$ cat config.mk
export PLATFORM = sky130hd
export DESIGN_NAME = cct_cmp_unit
export DESIGN_NICKNAME = d
export VERILOG_FILES = /design/src/design/cct_pkg.sv /design/src/design/cct_cmp_unit.sv
export SDC_FILE = /design/constraint.sdc
export NUM_CORES = 1
export LEC_CHECK = 0
export BUFFER_PORTS_ARGS = -buffer_cell sky130_fd_sc_hd__clkbuf_2
export CELL_PAD_IN_SITES_DETAIL_PLACEMENT = 0
export CELL_PAD_IN_SITES_GLOBAL_PLACEMENT = 2
export CORE_MARGIN = 2
export CORE_UTILIZATION = 16
export DETAILED_ROUTE_END_ITERATION = 10
export PLACE_DENSITY_LB_ADDON = 0.1
export SYNTH_ARGS = -nofsm -noshare
export SYNTH_HDL_FRONTEND = slang
export SYNTH_SLANG_ARGS = --single-unit
$ cat constraint.sdc
create_clock -name vclk -period 2.33
set_input_delay 0.466 -clock vclk [all_inputs]
set_output_delay 0.466 -clock vclk [all_outputs]
set_load 0.01 [all_outputs]
$ cat src/design/cct_pkg.sv
// ----------------------------------------------------------------------------
// cct_pkg: shared definitions for the cluster chain table
// Operation codes, the chain-end marker, configuration defaults and the flag
// bundle that the compare unit returns to the sequencer.
// ----------------------------------------------------------------------------
package cct_pkg;

    localparam int unsigned DEF_MAX_CLUSTERS = 1024;

    localparam int unsigned KIND_W  = 2;
    localparam int unsigned DATA_W  = 32;
    localparam int unsigned CFG_W   = 11;

    localparam logic [CFG_W-1:0]  CFG_RESET = 11'd1024;
    localparam logic [DATA_W-1:0] CHAIN_END = 32'hFFFF_FFFF;

    localparam logic [KIND_W-1:0] KIND_NEXT   = 2'd0;
    localparam logic [KIND_W-1:0] KIND_ALLOC  = 2'd1;
    localparam logic [KIND_W-1:0] KIND_APPEND = 2'd2;
    localparam logic [KIND_W-1:0] KIND_LOAD   = 2'd3;

    typedef struct packed {
        logic below;      // operand is a valid cluster index
        logic chain_end;  // operand is the chain-end marker
    } cmp_flags_t;

endpackage

$ cat src/design/cct_cmp_unit.sv
// ----------------------------------------------------------------------------
// cct_cmp_unit: shared cluster index compare
// Checks one operand against the effective cluster count and the chain-end
// marker; the sequencer steers requested index, link or scan index into it.
// ----------------------------------------------------------------------------
module cct_cmp_unit #(
    parameter int unsigned CNT_W = 11
) (
    input  logic [cct_pkg::DATA_W-1:0] operand,
    input  logic [CNT_W-1:0]           eff_count,
    output cct_pkg::cmp_flags_t        flags
);

    always_comb
    begin
        flags.below     = (operand < cct_pkg::DATA_W'(eff_count));
        flags.chain_end = (operand == cct_pkg::CHAIN_END);
    end

endmodule

### After elaboration in Yosys (flattened, before gate mapping)

Index checks and enable logic that the tools add are counted.

* reductions and logical operators: 0
* bitwise gates (word level): 0
* eq/ne operators: 1
* multipliers: 0
* shifts and indexed selects: 0
* div/mod/pow operators: 0
* $add $sub $neg: 0
* magnitude comparators: 1
* multiplexer cells: 0

Operators with widths (number)
* $eq A32 B32 Y1 const B: 1
* $lt A32 B11 Y1: 1

* bits in latches: 0
* output and inout bits: 2
* register bits after elaboration: 0
* memories kept: 0
* RAM bits: 0
* bits of input ports: 43
* bits in read-only memories: 0

### Logic depth before layout (Yosys ltp)

Gate-level depths: netlist of the first run.

* depth in word-level cells: 1
* depth in mapped cells: 6
* mapped depth without buffers: 6

### Worst setup path after synthesis of the first run

OpenSTA, ideal clock, no wires.

* path type: input port to output port
* start point: in eff_count[2]
* end point: out flags[1] in the netlist's numbering
* data required time: 1864 ps
* stages on the path: 6
* arrival time: 1502 ps
* slack: 362 ps
* path buffers: 0
* cell sequence: inv_1 ha_1 a21o_1 a31oi_1 o21ai_0 a221oi_2

RTL lines
* start, declared: line cct_cmp_unit.sv:10 `input logic [CNT_W-1:0] eff_count,`
* end, declared: line cct_cmp_unit.sv:11 `output cct_pkg::cmp_flags_t flags`

==> results.json, run 1 <==
{
  "synth.distinct_cells": 16,
  "status": "finished clean",
  "fin_crit_sh_pct": 93.9,
  "crit_start": "operand[2]",
  "endpoint_kind": "output port",
  "clock_buffers": 0,
  "design.seq.count": 0,
  "n_antenna_cell": 0,
  "first_global_vias": 557,
  "synth_top_area_share_pct": 33.9,
  "maxSlewViolCount": 0,
  "crit_required_ns": 1.86,
  "dieArea_mm2": 0.00271,
  "power_density_mw_per_mm2": 129,
  "fin_crit_ns": 2.19,
  "min_from": "operand[25]",
  "drt-total-wl_um": 1200,
  "finalCoreUtilization_pct": 28.7,
  "grt_max_degree": 5,
  "postRouteAntennaNets": 0,
  "cts-hold-fix-buffers": 0,
  "antenna_found_initial": 0,
  "crit_arrival_ns": 1.72,
  "nNetsFinal": 154,
  "grt_usage_pct": 9.38,
  "post_drt_wl_per_cell_um": 9.45,
  "gp_congestion": 0.650,
  "hold_viol": 0,
  "vias": 564,
  "final_common_cell": "clkbuf_2",
  "route.detailed.drc": 0,
  "maxCapViolations": 0,
  "fin_hold_ws_ns": 1.31,
  "holdPathEnd": "flags[1]",
  "fp.dieH_um": 52.0,
  "n_fill_cell": 258,
  "start_util_pct": 16.8,
  "synth_area_um2": 369,
  "rsz0062_at_grt": "no",
  "drt-vias-per-instance": 4.44,
  "setup_viol": 0,
  "grt_use_met3_pct": 0.862,
  "firstDrtPassIters": 2,
  "grt_pass1_wl_um": 2020,
  "leakage_nw": 0.368,
  "start_kind": "input port",
  "die_x_um": 52.0,
  "max_freq_mhz": 457,
  "ys_top_cells_by_area": "ha_1 (34%), nand4_1 (14%), inv_1 (10%), nor4_1 (10%), a21oi_1 (4.1%)",
  "yosysWarnings": 0,
  "synth_top_area_cell": "ha_1",
  "cp_max_fo": 2,
  "synthCells": 54,
  "met2_usage_pct": 17.5,
  "multi_input_area_um2": 332,
  "boundaryPins": 45,
  "layout.area.seq_um2": 0,
  "hold-path-cell-count": 5,
  "tightest_slew_ns": 0.287,
  "placementRows": 17,
  "dp_hpwl_um": 1220,
  "slew_headroom_pct": 80.7,
  "grt-busiest-layer": "met2",
  "ys_seq_area_share_pct": 0,
  "peakVddDrop_mv": 0.0329,
  "synth_fp_nets": 107,
  "fin_area_um2": 629,
  "layout_common_cells": "clkbuf_2 (45), inv_1 (10), ha_1 (10)",
  "grt-ovfl-total": 0,
  "hold_class": "in2out",
  "met1_usage_pct": 12.2,
  "finalSetupTns_ns": 0,
  "area_delta_synth_final_pct": 70.5,
  "place_area_um2": 629,
  "criticalPathCategory": "in2out",
  "drive_gt1_share_pct": 46.5,
  "first_iter_violations": 2,
  "synth_area_per_cell_um2": 6.84,
  "portBuffers": 45,
  "core_area_mm2": 0.00219
}
-- through the flow --
stage	setup WS, ns	total power [mW]	cells
global route	0.0143	0.0975	127
finish	0.142	0.0813	127
detailed placement	0.0984	0.0835	127
floorplan	0.362	0.0324	54
global placement	0.0985	0.0841	127
CTS	0.0887	0.0839	127
-- Yosys cell counts --
cell type	instances
and4_1	1
a21o_1	1
nand4_1	8
a211oi_1	1
o21ai_0	2
ha_1	10
nand2_1	4
nor4_1	6
a31oi_1	1
nor2_1	2
or4_1	2
inv_1	10
nand2b_1	1
a21oi_1	3
nand3_1	1
a221oi_2	1
-- worst max-delay path, stage by stage --
cell      delay [ns]
clkbuf_2        0.09
ha_1            0.30
a21o_1          0.18
a31oi_1         0.14
o21ai_1         0.12
a221oi_2        0.26
clkbuf_2        0.17
-- final cells by class --
type                       instances  share of cell area [%]
inverter                          10                    5.96
multi-input combinational         44                    52.7
timing repair buffer              45                    35.8
tap                               28                    5.57
-- power by group --
group	switching, mW	total [mW]	internal, mW
Clock	0	0	0
Combinational	0.0375	0.0813	0.0437
Sequential	0	0	0
-- cells by family after synthesis --
logic type / share of synthesized area, %
buf+inv: 10.2
simple gates: 39.3
compound gates: 16.6
fa+ha+maj: 33.9
-- worst max-delay path by stage --
stage | slack (ns) | endpoint | depth (start not counted)
2_1_floorplan | 0.36 | flags[1] | 6
3_5_place_dp | 0.1 | flags[1] | 7
5_1_grt | 0.01 | flags[1] | 7
4_1_cts | 0.09 | flags[1] | 7
6_report | 0.14 | flags[1] | 7
3_3_place_gp | 0.1 | flags[1] | 7
-- per-layer routing --
layer	part of all wire, %	vias up
li1	-	303
met1	44	243
met2	49	18
met3	7.1	0
met4	0	0
met5	0	-
-- repair_timing --
| item | in CTS | in global routing |
|---|---|---|
| endpoints found under the setup margin | 0 | 1 |
| buffers inserted | 0 | 0 |
| resized for setup | 0 | 1 |
Power figures use the tool's default switching activity.
==> run 2: changes to the inputs <==
PLACE_DENSITY = 0.95   (was default)
PLACE_DENSITY_LB_ADDON = default   (was 0.1)
==> results.json, run 2 (synthesis gave the netlist of run 1 again) <==
{
  "place_ws_ns": 0.0839,
  "post_drt_wl_per_cell_um": 9.84,
  "drt-vias-per-instance": 4.42,
  "fp.dieH_um": 52.0,
  "grt_max_degree": 5,
  "peakVddDrop_mv": 0.0351,
  "n_antenna_cell": 0,
  "dieArea_mm2": 0.00271,
  "cts-hold-fix-buffers": 0,
  "antenna_found_initial": 0,
  "grt-ovfl-total": 0,
  "slowest_delay_ns": 0.30,
  "grt-busiest-layer": "met2",
  "maxCapViolations": 0,
  "grt_pass1_wl_um": 1930,
  "finalSetupTns_ns": 0,
  "crit_required_ns": 1.86,
  "area_delta_synth_final_pct": 70.5,
  "start_util_pct": 16.8,
  "maxSlewViolCount": 0,
  "leakage_nw": 0.368,
  "hold_class": "in2out",
  "clock_buffers": 0,
  "rsz0062_at_grt": "no",
  "post-cts-setup-buffer-count": 0,
  "critPathTopFamily": "compound AO/OA/AOI/OAI gates",
  "met1_usage_pct": 12.2,
  "layout_common_cells": "clkbuf_2 (45), inv_1 (10), ha_1 (10)",
  "cp_common_cell": "clkbuf_2",
  "start_kind": "input port",
  "cts_resized": 0,
  "n_fill_cell": 256,
  "path_cells": "clkbuf_2, ha_1, a21o_1, a31oi_1, o21ai_0, a221oi_2, clkbuf_2",
  "nNetsFinal": 154,
  "route.detailed.drc": 0,
  "power_density_mw_per_mm2": 130,
  "dp_cells": 127,
  "fin_crit_sh_pct": 94.9,
  "fin_crit_ns": 2.21,
  "max_freq_mhz": 452,
  "final_common_cell": "clkbuf_2",
  "cp.buffers_inverters": 2,
  "cp_slowest_cell": "ha_1",
  "slew_headroom_pct": 80.6,
  "design.seq.count": 0,
  "criticalPathCategory": "in2out",
  "cp_max_fo": 2,
  "instances_no_fill": 127,
  "met2_usage_pct": 16.0,
  "vias": 561,
  "core_area_mm2": 0.00219,
  "boundaryPins": 45,
  "postRouteAntennaNets": 0,
  "firstDrtPassIters": 4,
  "drive_gt1_share_pct": 46.5,
  "gp_congestion": 0.673,
  "crit_arrival_ns": 1.75,
  "portBuffers": 45,
  "min_from": "operand[24]",
  "crit_start": "operand[2]",
  "drt-total-wl_um": 1250,
  "first_iter_violations": 3,
  "hold_viol": 0,
  "grt_use_met3_pct": 0.287,
  "placementRows": 17,
  "endpoint_kind": "output port",
  "tightest_slew_ns": 0.288,
  "dp_hpwl_um": 1230,
  "grt_usage_pct": 8.84,
  "first_global_vias": 504,
  "die_x_um": 52.0,
  "layout.area.seq_um2": 0,
  "setup_viol": 0,
  "power_mw": 0.0816,
  "status": "finished clean",
  "layout_setup_ws_ns": 0.118
}
## run 2: stage by stage
step | util [%] | hold WS [ns] | cell area (um^2)
detailed placement | 28.7 | 1.32 | 629
finish | 28.7 | 1.31 | 629
floorplan | - | 1.08 | 369
global placement | 28.7 | 1.33 | 629
global route | 28.7 | 1.35 | 629
CTS | 28.7 | 1.33 | 629
## run 2: cell type report
| type | count | area (um^2) | share of cell area [%] |
|---|---|---|---|
| multi-input combinational | 44 | 332 | 52.7 |
| timing repair buffer | 45 | 225 | 35.8 |
| inverter | 10 | 37.5 | 5.96 |
| tap | 28 | 35.0 | 5.57 |
## run 2: power by group
group          internal (mW)  leakage (nW)  switching (mW)
clock                      0             0               0
sequential                 0             0               0
combinational         0.0435         0.368          0.0381
total                 0.0435         0.368          0.0381
## run 2: tightest hold or removal path: stages
cell      delay [ns]
clkbuf_2        0.09
nor4_1          0.04
nand3_1         0.09
a221oi_2        0.04
clkbuf_2        0.12
## run 2: metal layers
layer	wire (um)	share of wire, %
met2	603	48
met5	0	0
met4	0	0
met1	548	44
met3	98	7.8
## run 2: worst paths after layout
check        to  slack [ns]  cells past startpoint
min    flags[1]        1.31                      5
max    flags[1]        0.12                      7
==> run 3: changes to the inputs <==
ABC_AREA = 1   (was default)
CORE_UTILIZATION = 17   (was 16)
==> results.json, run 3 <==
{
  "tightest_slew_ns": 0.183,
  "post-cts-setup-buffer-count": 0,
  "firstDrtPassIters": 4,
  "placementRows": 18,
  "cp_max_fo": 2,
  "fin_crit_sh_pct": 86.1,
  "finalSetupTns_ns": 0,
  "slew_headroom_pct": 87.8,
  "antenna_found_initial": 0,
  "power_density_mw_per_mm2": 124,
  "synth_top_area_share_pct": 27.1,
  "dieArea_mm2": 0.00315,
  "maxCapViolations": 0,
  "crit_start": "operand[5]",
  "status": "finished clean",
  "layout_setup_ws_ns": 0.324,
  "endpoint_kind": "output port",
  "area_delta_synth_final_pct": 56.9,
  "rsz0062_at_grt": "no",
  "dp_hpwl_um": 1250,
  "drt-vias-per-instance": 4.12,
  "leakage_nw": 0.443,
  "yosysWarnings": 0,
  "synthCells": 83,
  "max_freq_mhz": 499,
  "ys_top_cells_by_area": "ha_1 (27%), nor2_1 (16%), nand2_1 (15%), nand4_1 (14%), inv_1 (12%)",
  "final_common_cell": "clkbuf_2",
  "place_area_um2": 724,
  "synth_area_per_cell_um2": 5.56,
  "n_antenna_cell": 0,
  "synth.distinct_cells": 13,
  "post_drt_wl_per_cell_um": 7.96,
  "grt_usage_pct": 8.65,
  "grt_pass1_wl_um": 2420,
  "grt_max_degree": 4,
  "clock_buffers": 0,
  "start_util_pct": 18.3,
  "route.detailed.drc": 0,
  "boundaryPins": 45,
  "postRouteAntennaNets": 0,
  "cts_resized": 0,
  "core_area_mm2": 0.00252,
  "synth_most_common_cell": "nor2_1",
  "grt-ovfl-total": 0,
  "peakVddDrop_mv": 0.0444,
  "power_mw": 0.0897,
  "min_from": "operand[15]",
  "cp_slowest_cell": "ha_1",
  "fin_hold_ws_ns": 1.31,
  "design.seq.count": 0,
  "synth_fp_nets": 136,
  "cp.buffers_inverters": 2,
  "cp_common_cell": "clkbuf_2",
  "finalCoreUtilization_pct": 28.7,
  "gp_congestion": 0.666,
  "start_kind": "input port",
  "drive_gt1_share_pct": 39.1,
  "portBuffers": 45,
  "fin_crit_ns": 2.01,
  "hold-path-cell-count": 6,
  "instances_no_fill": 158,
  "die_x_um": 56.1,
  "critPathTopFamily": "adder cells",
  "layout.area.seq_um2": 0,
  "vias": 651,
  "place_ws_ns": 0.323,
  "nNetsFinal": 183,
  "drt-total-wl_um": 1260,
  "synthTopCellsByCount": "nor2_1 (20), nand2_1 (19), inv_1 (15)",
  "criticalPathCategory": "in2out",
  "dp_cells": 158,
  "crit_required_ns": 1.86,
  "synth_top_area_cell": "ha_1",
  "setup_viol": 0,
  "cts-hold-fix-buffers": 0,
  "crit_arrival_ns": 1.54,
  "fp.dieH_um": 56.1,
  "cp.depth": 8,
  "synth_area_um2": 462,
  "ys_seq_area_share_pct": 0,
  "maxSlewViolCount": 0,
  "slowest_delay_ns": 0.29,
  "path_cells": "clkbuf_2, ha_1, a21oi_1, nor2_1, nor3_1, nand2_1, a21oi_2, clkbuf_2",
  "layout_common_cells": "clkbuf_2 (45), nor2_1 (20), nand2_1 (19)",
  "fin_area_um2": 724,
  "n_fill_cell": 303,
  "hold_class": "in2out",
  "first_iter_violations": 4,
  "first_global_vias": 679,
  "hold_viol": 0
}
[run 3: per-layer routing]
layer  share of wire [%]  vias to the layer above  routed length, um  track usage (%)
met1                  42                      261                529             10.9
met4                   0                        0                  0                0
li1                    -                      360                  -                -
met5                   0                        -                  0                0
met2                  48                       30                610             16.5
met3                 9.4                        0                118             1.16
[run 3: cells by family after synthesis]
logic type / synth area share [%]
AO/OA/AOI/OAI: 4.07
adder cells (fa/ha/maj): 27.1
buffers and inverters: 13.0
AND/OR/NAND/NOR: 55.8
[run 3: power breakdown]
| part | total, mW | switching [mW] | internal (mW) |
|---|---|---|---|
| Clock | 0 | 0 | 0 |
| Sequential | 0 | 0 | 0 |
| Combinational | 0.0897 | 0.0431 | 0.0466 |
| Total | 0.0897 | 0.0431 | 0.0466 |
[run 3: area by class of cell]
cell class | count | area, um^2 | area share, %
inverter | 16 | 60.1 | 8.29
multi-input combinational | 67 | 402 | 55.4
tap | 30 | 37.5 | 5.18
timing repair buffer | 45 | 225 | 31.1
[run 3: path summary, 6_finish.rpt]
kind | to | slack, ns
setup / recovery | flags[1] | 0.32
hold / removal | flags[0] | 1.31
