**src/design/cct_pkg.sv**
```systemverilog
// ----------------------------------------------------------------------------
// cct_pkg: shared definitions for the cluster chain table
// Operation codes, the chain-end marker, configuration defaults and the flag
// bundle that the compare unit returns to the sequencer.
// ----------------------------------------------------------------------------
package cct_pkg;

    localparam int unsigned DEF_MAX_CLUSTERS = 1024;

    localparam int unsigned KIND_W  = 2;
    localparam int unsigned DATA_W  = 32;
    localparam int unsigned CFG_W   = 11;

    localparam logic [CFG_W-1:0]  CFG_RESET = 11'd1024;
    localparam logic [DATA_W-1:0] CHAIN_END = 32'hFFFF_FFFF;

    localparam logic [KIND_W-1:0] KIND_NEXT   = 2'd0;
    localparam logic [KIND_W-1:0] KIND_ALLOC  = 2'd1;
    localparam logic [KIND_W-1:0] KIND_APPEND = 2'd2;
    localparam logic [KIND_W-1:0] KIND_LOAD   = 2'd3;

    typedef struct packed {
        logic below;      // operand is a valid cluster index
        logic chain_end;  // operand is the chain-end marker
    } cmp_flags_t;

endpackage

```
**src/design/cct_if.sv**
```systemverilog
// ----------------------------------------------------------------------------
// cct_if: request and response channels of the cluster chain table
// Valid/ready channels; a transaction completes when both are high.
// ----------------------------------------------------------------------------
interface cct_req_if;
    logic                             valid;
    logic                             ready;
    logic [cct_pkg::KIND_W-1:0]       kind;
    logic [cct_pkg::DATA_W-1:0]       cluster;
    logic [cct_pkg::DATA_W-1:0]       entry_value;

    modport source (output valid, kind, cluster, entry_value, input ready);
    modport sink   (input valid, kind, cluster, entry_value, output ready);
endinterface

interface cct_rsp_if;
    logic                             valid;
    logic                             ready;
    logic [cct_pkg::DATA_W-1:0]       result_cluster;
    logic                             at_end;

    modport source (output valid, result_cluster, at_end, input ready);
    modport sink   (input valid, result_cluster, at_end, output ready);
endinterface

```
**src/design/cct_ctrl.sv**
```systemverilog
// ----------------------------------------------------------------------------
// cct_ctrl: operation sequencer of the cluster chain table
// Runs the clearing pass, decodes each request, walks the table for a free
// entry one address per cycle and holds the response register.
// ----------------------------------------------------------------------------
module cct_ctrl #(
    parameter int unsigned MAX_CLUSTERS = cct_pkg::DEF_MAX_CLUSTERS,
    parameter int unsigned IDX_W        = $clog2(MAX_CLUSTERS),
    parameter int unsigned CNT_W        = $clog2(MAX_CLUSTERS + 1)
) (
    input  logic                        clk,
    input  logic                        rst_n,
    input  logic                        cfg_wr_en,
    input  logic [cct_pkg::CFG_W-1:0]   cfg_wr_data,
    cct_req_if.sink                     req,
    cct_rsp_if.source                   rsp,
    output logic                        ram_we,
    output logic [IDX_W-1:0]            ram_waddr,
    output logic [cct_pkg::DATA_W-1:0]  ram_wdata,
    output logic [IDX_W-1:0]            ram_raddr,
    input  logic [cct_pkg::DATA_W-1:0]  ram_rdata,
    output logic [cct_pkg::DATA_W-1:0]  cmp_operand,
    output logic [CNT_W-1:0]            eff_count,
    input  cct_pkg::cmp_flags_t         cmp_flags
);

    localparam logic [2:0] S_CLEAR    = 3'd0;
    localparam logic [2:0] S_IDLE     = 3'd1;
    localparam logic [2:0] S_DISPATCH = 3'd2;
    localparam logic [2:0] S_LINK     = 3'd3;
    localparam logic [2:0] S_SCAN     = 3'd4;
    localparam logic [2:0] S_LINKW    = 3'd5;
    localparam logic [2:0] S_DONE     = 3'd6;

    localparam logic [IDX_W-1:0] LAST_IDX  = IDX_W'(MAX_CLUSTERS - 1);
    localparam logic [CNT_W-1:0] EFF_RESET =
        (int'(cct_pkg::CFG_RESET) > MAX_CLUSTERS) ? CNT_W'(MAX_CLUSTERS)
                                                  : CNT_W'(cct_pkg::CFG_RESET);

    logic [2:0]                      state_reg, state_next;
    logic [IDX_W-1:0]                clr_reg, clr_next;
    logic [CNT_W-1:0]                eff_reg, eff_next;
    logic                            out_valid_reg, out_valid_next;

    logic [cct_pkg::KIND_W-1:0]      kind_reg, kind_next;
    logic [cct_pkg::DATA_W-1:0]      clu_reg, clu_next;
    logic [cct_pkg::DATA_W-1:0]      val_reg, val_next;
    logic [IDX_W-1:0]                scan_reg, scan_next;
    logic [cct_pkg::DATA_W-1:0]      res_reg, res_next;
    logic [cct_pkg::DATA_W-1:0]      out_res_reg, out_res_next;
    logic                            out_end_reg, out_end_next;

    logic [IDX_W:0]                  scan_plus;

    assign scan_plus = {1'b0, scan_reg} + (IDX_W + 1)'(1);
    assign eff_count = eff_reg;

    assign req.ready          = (state_reg == S_IDLE);
    assign rsp.valid          = out_valid_reg;
    assign rsp.result_cluster = out_res_reg;
    assign rsp.at_end         = out_end_reg;

    // The effective count is saturated once, when the register is written.
    always_comb
    begin
        eff_next = eff_reg;
        if (cfg_wr_en)
        begin
            if (int'(cfg_wr_data) > MAX_CLUSTERS)
            begin
                eff_next = CNT_W'(MAX_CLUSTERS);
            end
            else
            begin
                eff_next = CNT_W'(cfg_wr_data);
            end
        end
    end

    always_comb
    begin
        state_next     = state_reg;
        clr_next       = clr_reg;
        out_valid_next = out_valid_reg;
        kind_next      = kind_reg;
        clu_next       = clu_reg;
        val_next       = val_reg;
        scan_next      = scan_reg;
        res_next       = res_reg;
        out_res_next   = out_res_reg;
        out_end_next   = out_end_reg;
        ram_we         = 1'b0;
        ram_waddr      = scan_reg;
        ram_wdata      = '0;
        ram_raddr      = scan_reg;
        cmp_operand    = clu_reg;

        if (out_valid_reg && rsp.ready)
        begin
            out_valid_next = 1'b0;
        end

        case (state_reg)
            S_CLEAR:
            begin
                ram_we    = 1'b1;
                ram_waddr = clr_reg;
                clr_next  = clr_reg + IDX_W'(1);
                if (clr_reg == LAST_IDX)
                begin
                    state_next = S_IDLE;
                end
            end
            S_IDLE:
            begin
                if (req.valid)
                begin
                    kind_next  = req.kind;
                    clu_next   = req.cluster;
                    val_next   = req.entry_value;
                    state_next = S_DISPATCH;
                end
            end
            S_DISPATCH:
            begin
                res_next   = cct_pkg::CHAIN_END;
                state_next = S_DONE;
                case (kind_reg)
                    cct_pkg::KIND_NEXT:
                    begin
                        if (cmp_flags.below)
                        begin
                            ram_raddr  = clu_reg[IDX_W-1:0];
                            state_next = S_LINK;
                        end
                    end
                    cct_pkg::KIND_ALLOC, cct_pkg::KIND_APPEND:
                    begin
                        // Append after chain end is a plain allocation.
                        if ((kind_reg == cct_pkg::KIND_ALLOC) || cmp_flags.below
                            || cmp_flags.chain_end)
                        begin
                            scan_next = '0;
                            ram_raddr = '0;
                            if (eff_reg != '0)
                            begin
                                state_next = S_SCAN;
                            end
                        end
                    end
                    default:
                    begin
                        if (cmp_flags.below)
                        begin
                            ram_we    = 1'b1;
                            ram_waddr = clu_reg[IDX_W-1:0];
                            ram_wdata = val_reg;
                            res_next  = clu_reg;
                        end
                    end
                endcase
            end
            S_LINK:
            begin
                cmp_operand = ram_rdata;
                res_next    = cmp_flags.below ? ram_rdata : cct_pkg::CHAIN_END;
                state_next  = S_DONE;
            end
            S_SCAN:
            begin
                // Read data holds the entry at scan_reg; the next address is
                // read in the same cycle so the walk runs one entry per cycle.
                cmp_operand = cct_pkg::DATA_W'(scan_plus);
                if (ram_rdata == '0)
                begin
                    ram_we    = 1'b1;
                    ram_waddr = scan_reg;
                    ram_wdata = cct_pkg::CHAIN_END;
                    res_next  = cct_pkg::DATA_W'(scan_reg);
                    if ((kind_reg == cct_pkg::KIND_APPEND)
                        && (clu_reg != cct_pkg::CHAIN_END))
                    begin
                        state_next = S_LINKW;
                    end
                    else
                    begin
                        state_next = S_DONE;
                    end
                end
                else if (!cmp_flags.below)
                begin
                    res_next   = cct_pkg::CHAIN_END;
                    state_next = S_DONE;
                end
                else
                begin
                    scan_next = scan_plus[IDX_W-1:0];
                    ram_raddr = scan_plus[IDX_W-1:0];
                end
            end
            S_LINKW:
            begin
                ram_we     = 1'b1;
                ram_waddr  = clu_reg[IDX_W-1:0];
                ram_wdata  = cct_pkg::DATA_W'(scan_reg);
                state_next = S_DONE;
            end
            S_DONE:
            begin
                if (!out_valid_reg || rsp.ready)
                begin
                    out_valid_next = 1'b1;
                    out_res_next   = res_reg;
                    out_end_next   = (res_reg == cct_pkg::CHAIN_END);
                    state_next     = S_IDLE;
                end
            end
            default:
            begin
                state_next = S_IDLE;
            end
        endcase
    end

    always_ff @(posedge clk or negedge rst_n)
    begin
        if (!rst_n)
        begin
            state_reg     <= S_CLEAR;
            clr_reg       <= '0;
            eff_reg       <= EFF_RESET;
            out_valid_reg <= 1'b0;
        end
        else
        begin
            state_reg     <= state_next;
            clr_reg       <= clr_next;
            eff_reg       <= eff_next;
            out_valid_reg <= out_valid_next;
        end
    end

    always_ff @(posedge clk)
    begin
        kind_reg    <= kind_next;
        clu_reg     <= clu_next;
        val_reg     <= val_next;
        scan_reg    <= scan_next;
        res_reg     <= res_next;
        out_res_reg <= out_res_next;
        out_end_reg <= out_end_next;
    end

endmodule

```
**src/flat_wrapper.sv**
```systemverilog
// flat-port wrapper written by rule: the top's interface ports become plain ports
module cct_ctrl_flat 
#(
    parameter int unsigned MAX_CLUSTERS = cct_pkg::DEF_MAX_CLUSTERS,
    parameter int unsigned IDX_W        = $clog2(MAX_CLUSTERS),
    parameter int unsigned CNT_W        = $clog2(MAX_CLUSTERS + 1)
)
  (clk, rst_n, cfg_wr_en, cfg_wr_data, ram_we, ram_waddr, ram_wdata, ram_raddr, ram_rdata, cmp_operand, eff_count, cmp_flags, req_valid, req_kind, req_cluster, req_entry_value, req_ready, rsp_valid, rsp_result_cluster, rsp_at_end, rsp_ready);
  cct_req_if req_i ();
  cct_rsp_if rsp_i ();
  input  logic clk;
  input  logic rst_n;
  input  logic cfg_wr_en;
  input  logic [cct_pkg::CFG_W-1:0] cfg_wr_data;
  output logic ram_we;
  output logic [IDX_W-1:0] ram_waddr;
  output logic [cct_pkg::DATA_W-1:0] ram_wdata;
  output logic [IDX_W-1:0] ram_raddr;
  input  logic [cct_pkg::DATA_W-1:0] ram_rdata;
  output logic [cct_pkg::DATA_W-1:0] cmp_operand;
  output logic [CNT_W-1:0] eff_count;
  input  cct_pkg::cmp_flags_t cmp_flags;
  input wire logic [$bits(req_i.valid)-1:0] req_valid;
  input wire logic [$bits(req_i.kind)-1:0] req_kind;
  input wire logic [$bits(req_i.cluster)-1:0] req_cluster;
  input wire logic [$bits(req_i.entry_value)-1:0] req_entry_value;
  output wire logic [$bits(req_i.ready)-1:0] req_ready;
  output wire logic [$bits(rsp_i.valid)-1:0] rsp_valid;
  output wire logic [$bits(rsp_i.result_cluster)-1:0] rsp_result_cluster;
  output wire logic [$bits(rsp_i.at_end)-1:0] rsp_at_end;
  input wire logic [$bits(rsp_i.ready)-1:0] rsp_ready;
  assign req_i.valid = req_valid;
  assign req_i.kind = req_kind;
  assign req_i.cluster = req_cluster;
  assign req_i.entry_value = req_entry_value;
  assign req_ready = req_i.ready;
  assign rsp_valid = rsp_i.valid;
  assign rsp_result_cluster = rsp_i.result_cluster;
  assign rsp_at_end = rsp_i.at_end;
  assign rsp_i.ready = rsp_ready;
  cct_ctrl #(.MAX_CLUSTERS(MAX_CLUSTERS), .IDX_W(IDX_W), .CNT_W(CNT_W)) u_core (.clk(clk), .rst_n(rst_n), .cfg_wr_en(cfg_wr_en), .cfg_wr_data(cfg_wr_data), .req(req_i), .rsp(rsp_i), .ram_we(ram_we), .ram_waddr(ram_waddr), .ram_wdata(ram_wdata), .ram_raddr(ram_raddr), .ram_rdata(ram_rdata), .cmp_operand(cmp_operand), .eff_count(eff_count), .cmp_flags(cmp_flags));
endmodule
```
**config.mk**
```make
export PLATFORM = sky130hd
export DESIGN_NAME = cct_ctrl_flat
export DESIGN_NICKNAME = d
export VERILOG_FILES = /design/src/design/cct_pkg.sv /design/src/design/cct_if.sv /design/src/design/cct_ctrl.sv /design/src/flat_wrapper.sv
export SDC_FILE = /design/constraint.sdc
export NUM_CORES = 1
export LEC_CHECK = 0
export BUFFER_PORTS_ARGS = -buffer_cell sky130_fd_sc_hd__buf_2
export CAP_MARGIN = 20
export CORE_MARGIN = 2
export CORE_UTILIZATION = 50
export CTS_CLUSTER_SIZE = 25
export DETAILED_ROUTE_END_ITERATION = 8
export PLACE_DENSITY_LB_ADDON = 0.2
export SYNTH_ARGS = -nofsm -noshare
export SYNTH_HDL_FRONTEND = slang
export SYNTH_SLANG_ARGS = --single-unit
```
**constraint.sdc**
```tcl
create_clock -name clk -period 6.6 [get_ports clk]
set_clock_uncertainty 0.05 [all_clocks]
set_input_delay 0.33 -clock clk [delete_from_list [all_inputs] [get_ports clk]]
set_output_delay 0.33 -clock clk [all_outputs]
set_load 0.005 [all_outputs]
```
-- After elaboration in Yosys (flattened, before gate mapping)
Index checks and enable logic that the tools add are counted.
- mux-type cells: 40
- order comparisons: 1
- reduce and logical (&&, ||, !) cells: 21
- equality and inequality tests: 16
- add/sub/neg operators: 2
- operator list (kind ; count):
    2-to-1 mux 32 bit ; 8
    case mux 32 bit (3 select lines) ; 2
    case mux 32 bit (2 select lines) ; 1
    2-to-1 mux 10 bit ; 6
    case mux 10 bit (2 select lines) ; 3
    equality test 32 bit (second input constant) ; 1
    logical NOT 32 bit ; 1
    inequality test 32 bit (second input constant) ; 1
    case mux 10 bit (3 select lines) ; 1
    2-to-1 mux 3 bit ; 7
    case mux 3 bit (6 select lines) ; 1
    adder 10 x 1 -> 11 bit (second input constant) ; 1
    > comparator 11 bit (second input constant) ; 1
    2-to-1 mux 11 bit ; 1
    nonzero test 11 bit ; 1
    adder 10 x 1 -> 10 bit (second input constant) ; 1
    equality test 10 bit (second input constant) ; 1
    equality test 3 bit (second input constant) ; 3
    AND reduction 2 bit ; 4
    equality test 3 x 2 -> 1 bit (second input constant) ; 2
    2-to-1 mux 1 bit ; 6
    inequality test 2 x 1 -> 1 bit (second input constant) ; 3
    case mux 3 bit (2 select lines) ; 1
    OR reduction 2 bit ; 3
    16 further kinds ; 20
- output and inout port bits: 131
- flip-flop bits (word level): 166
- logic and storage cells: 91
- bits of input ports: 116

-- Depth between registers and ports, before layout
- depth in word-level cells: 6
- gate-level depth with buffers: 7
- gate-level depth less buffers: 7

-- Worst setup path before layout
No wires, ideal clock.
- kind: register to register
- start point: register u_core.state_reg[0]
- end point: register u_core.clu_reg[0] in the netlist's numbering, enable pin
- slack: 0.675 ns
- period minus slack after synthesis: 5.925 ns
- cell stages (with the launch flop): 4
- setup time: 0.572 ns
- arrival: 5.304 ns
- data required time: 5.978 ns
- path through: dfrtp_1 clkbuf_1 nand2_1 nor3_1
- word-level cells in the longest chain between the ends: 2
- RTL lines (item ; RTL line ; text):
    start, declared ; cct_ctrl.sv:40 ; logic [2:0] state_reg, state_next;
    start signal, assigned ; cct_ctrl.sv:236 ; state_reg <= state_next;
    equality test 3 x 1 -> 1 bit ; cct_ctrl.sv:103 ; case (state_reg)
    AND reduction 2 bit (no line) ; n/a ;
    end signal, assigned ; cct_ctrl.sv:246 ; clu_reg <= clu_next;
    end, declared ; cct_ctrl.sv:46 ; logic [cct_pkg::DATA_W-1:0] clu_reg, clu_next;
No other way between the ends.
A chain may end at the register's enable or synchronous reset.

-- Final worst setup path
- start point: register u_core.kind_reg[0] in the netlist's numbering
- end point: output port ram_raddr[1]
- word-level cells in the longest chain between the ends: 6
- elaborated cells on any way between the ends: 9
- RTL lines (item ; RTL line ; text):
    start, declared ; cct_ctrl.sv:45 ; logic [cct_pkg::KIND_W-1:0] kind_reg, kind_next;
    start signal, assigned ; cct_ctrl.sv:245 ; kind_reg <= kind_next;
    equality test 2 x 1 -> 1 bit ; cct_ctrl.sv:128, cct_ctrl.sv:140 ;
    logical OR 1 bit ; cct_ctrl.sv:140 ; if ((kind_reg == cct_pkg::KIND_ALLOC) || cmp_flags.below
    logical OR 1 bit ; cct_ctrl.sv:141 ; || cmp_flags.chain_end)
    2-to-1 mux 10 bit ; cct_ctrl.sv:140 ;
    case mux 10 bit (2 select lines) * ; cct_ctrl.sv:128 ; case (kind_reg)
    case mux 10 bit (2 select lines) * ; cct_ctrl.sv:103 ;
    end, declared ; flat_wrapper.sv:18 ; output logic [IDX_W-1:0] ram_raddr;
Mark *: on every way between the ends. The rest lies on a longest branch, timed or not.

==> results.toml <==
[worst_setup_path]
rrSetupSlack_ns = 3.91
path_cells = "inv_1 -> ha_1 -> or3b_2 -> a21oi_1 -> nor2_1 -> o311ai_0 -> buf_2"
start_kind = "register"
worstPathArrival_ns = 2.94
cpLargestDelayFamily = "compound AO/OA/AOI/OAI gates"
end_kind = "output port"
required_ns = 6.22
cp_slowest_stage_delay_ns = 0.48
worstSetupPathType = "register to output port"
timing.rr.end = "u_core.state_reg[0]$_DFFE_PN0P_"
r2r_start = "u_core.state_reg[2]$_DFFE_PN0P_"
crit_slowest_cell = "a21oi_1"
critical_path_peak_fanout = 6
crit_buf_inv = 2
reg2reg_depth = 5

[power_and_ir_drop]
total_leakage_power_uw = 0.00412
powerDensity_nw_per_um2 = 396
ir_worst_vdd_mv = 0.213

[die]
start_util_pct = 50.8
rows = 45
pin_count = 247
coreArea_um2 = 15000
dieArea_um2 = 16300
die_w_um = 128
die_h_um = 128

[placement]
dp.cells = 1012
gp_congestion = 0.991
numPortBuffers = 246
detailed_place_hpwl_mm = 16.7

[cells_and_area]
nets = 970
antenna_cells = 0
fin_cells = 1048
final_layout_size_suffix_gt1_share_pct = 35.7
nFillCells = 1188
area_growth_pct = 27.1

[hold_path]
min_to = "u_core.clu_reg[3]$_DFFE_PP_"
min_from = "req_cluster[3]"
worstHoldPathCells = 1
min_path_type = "input port to register"

[synthesis]
syn_area_um2 = 7630
synthDominantAreaCellType = "edfxtp_1"
synth_top_cell_area_share_pct = 55.5
yosysSeqAreaShare_pct = 63.7
synth_area_leaders = "edfxtp_1 (55%), dfrtp_1 (7.9%), nand2_1 (2.9%)"
netlist_instances = 609
synthDistinctLibCells = 57
ys.flop_type = "edfxtp_1"
syn_avg_cell_area_um2 = 12.5
synth.net_count = 732
synth_seq_cells = 166
synth-async-reset-ratio_pct = 15.1
yosysWarnings = 0
synth_edf_count = 141

[sta]
slew_headroom_pct = 45.5
worstMarginPinSlew_ns = 0.812
fmax_mhz = 301
setup_tns_ns = 0
rsz0062_at_grt = "no"
finalHoldViolations = 0
setup_violations = 0
min_period_ns = 3.32
slew_viol_final = 0
period_share_pct = 50.3

[detailed_routing]
vias_per_cell = 5.94
postRouteWirelength_mm = 22.2
avgRoutedWirePerCell_um = 21.2
antenna_left = 0
drc = 0
drtPass1Iterations = 5
drt-initial-drc-count = 643
via_count = 6226

[clock_tree]
clk_pin_slew_ns = 0.06
postCtsSetupRepairBufs = 0
cts_resized = 0
insertion_delay_ns = 0.42
cts_tree = "done"
numCtsBuffers = 17
htreeDepth = 4
cts_root_buf = "clkbuf_16"
clock-sinks = 166
cts_max_path_buffers = 2

[global_routing]
grt_usage_pct = 26.9
grt_pass1_wl_mm = 32.8
overflow = 0
grt_antenna_before_repair = 0
grt_max_degree = 44
grt_pass1_vias = 5975

[job]
cap_viol_max_count = 0

[run_status]
status = "finished, final reports clean"
-- report_power, final --
group / switching (uW) / internal (uW)
Combinational: 713 / 486
Clock: 398 / 624
Sequential: 223 / 1400
-- how the worst max path moves through the flow --
stage | startpoint | to | cells after the start
floorplan | u_core.state_reg[0]$_DFFE_PN0P_ | u_core.clu_reg[0]$_DFFE_PP_ | 3
CTS | u_core.state_reg[2]$_DFFE_PN0P_ | cmp_operand[9] | 7
detailed placement | u_core.state_reg[2]$_DFFE_PN0P_ | cmp_operand[9] | 7
global placement | u_core.state_reg[2]$_DFFE_PN0P_ | cmp_operand[10] | 7
global route | u_core.kind_reg[0]$_DFFE_PP_ | ram_raddr[1] | 7
finish | u_core.kind_reg[0]$_DFFE_PP_ | ram_raddr[1] | 7
-- layer usage --
layer / global-route usage [%] / part of all wire (%) / vias up
met2: 42.8 / 48 / 353
li1: - / - / 2839
met1: 36.1 / 40 / 2984
met5: 0 / 0 / -
met3: 5.07 / 8.6 / 50
met4: 12.6 / 3.6 / 0
-- cell usage after synthesis, drive strengths merged, types with 2 or more instances --
library cell,instances
edfxtp,141
nand2,60
o21ai,34
nand2b,27
clkbuf,25
dfrtp,24
a21o,23
nand3,22
a22o,21
nand4,21
a22oi,20
inv,18
buf,14
o211ai,14
nor4,13
nor2,12
a221o,11
a21oi,10
xnor2,10
nand3b,9
nor3,8
and3,7
ha,7
xor2,7
or3,6
or4,4
a31o,3
mux2i,3
nor3b,3
o311ai,3
a21boi,2
a32oi,2
a41oi,2
mux2,2
nor2b,2
o31ai,2
o41ai,2
-- timing repair --
action / CTS / global route
hold endpoints to repair: 24 / 0
setup endpoints to repair: 0 / 0
hold buffers: 1 / 0
-- final cells by class --
class | instances | area (um^2) | share of cell area (%)
sequential | 166 | 4860 | 50.1
multi-input combinational | 386 | 2560 | 26.4
timing repair buffer | 258 | 1360 | 14.0
clock buffer | 25 | 551 | 5.67
tap | 188 | 235 | 2.42
clock inverter | 7 | 75.1 | 0.773
inverter | 18 | 67.6 | 0.696
-- metrics by stage --
stage / worst slack, ns / hold slack, ns / utilization (%) / total power, uW / cell area, um^2
after floorplan: 0.675 / -0.0156 / - / 2280 / 7630
after global placement: 3.56 / 0.307 / 60.0 / 2800 / 9020
after detailed placement: 3.42 / 0.307 / 60.0 / 2820 / 9020
after CTS: 2.95 / 0.0140 / 64.2 / 3840 / 9650
after global routing: 3.13 / 0.0103 / 64.6 / 4030 / 9710
final: 3.28 / 0.0281 / 64.6 / 3850 / 9710
-- cell usage in the layout, fill, tap and decap left out, types with 7 or more instances in the layout --
master       n
buf_2      246
edfxtp_1   141
nand2_1     60
o21ai_0     34
nand2b_1    27
dfrtp_1     24
a21o_1      23
nand3_1     21
a22o_1      21
nand4_1     21
clkbuf_16   21
a22oi_1     20
inv_1       17
o211ai_1    14
nor4_1      13
a221o_1     11
nor2_1      10
xnor2_1     10
a21oi_1      9
nand3b_1     9
buf_4        8
and3_1       7
xor2_1       7
ha_1         7
-- kinds of logic after synthesis --
family	Yosys count	share of synthesized area (%)
fa+ha+maj	7	1.15
buf+inv	57	3.03
compound gates	158	15.2
xor+xnor	17	1.95
mux	5	0.688
flops	166	63.7
simple gates	199	14.3
No activity file was read; power rests on OpenSTA's default activity.
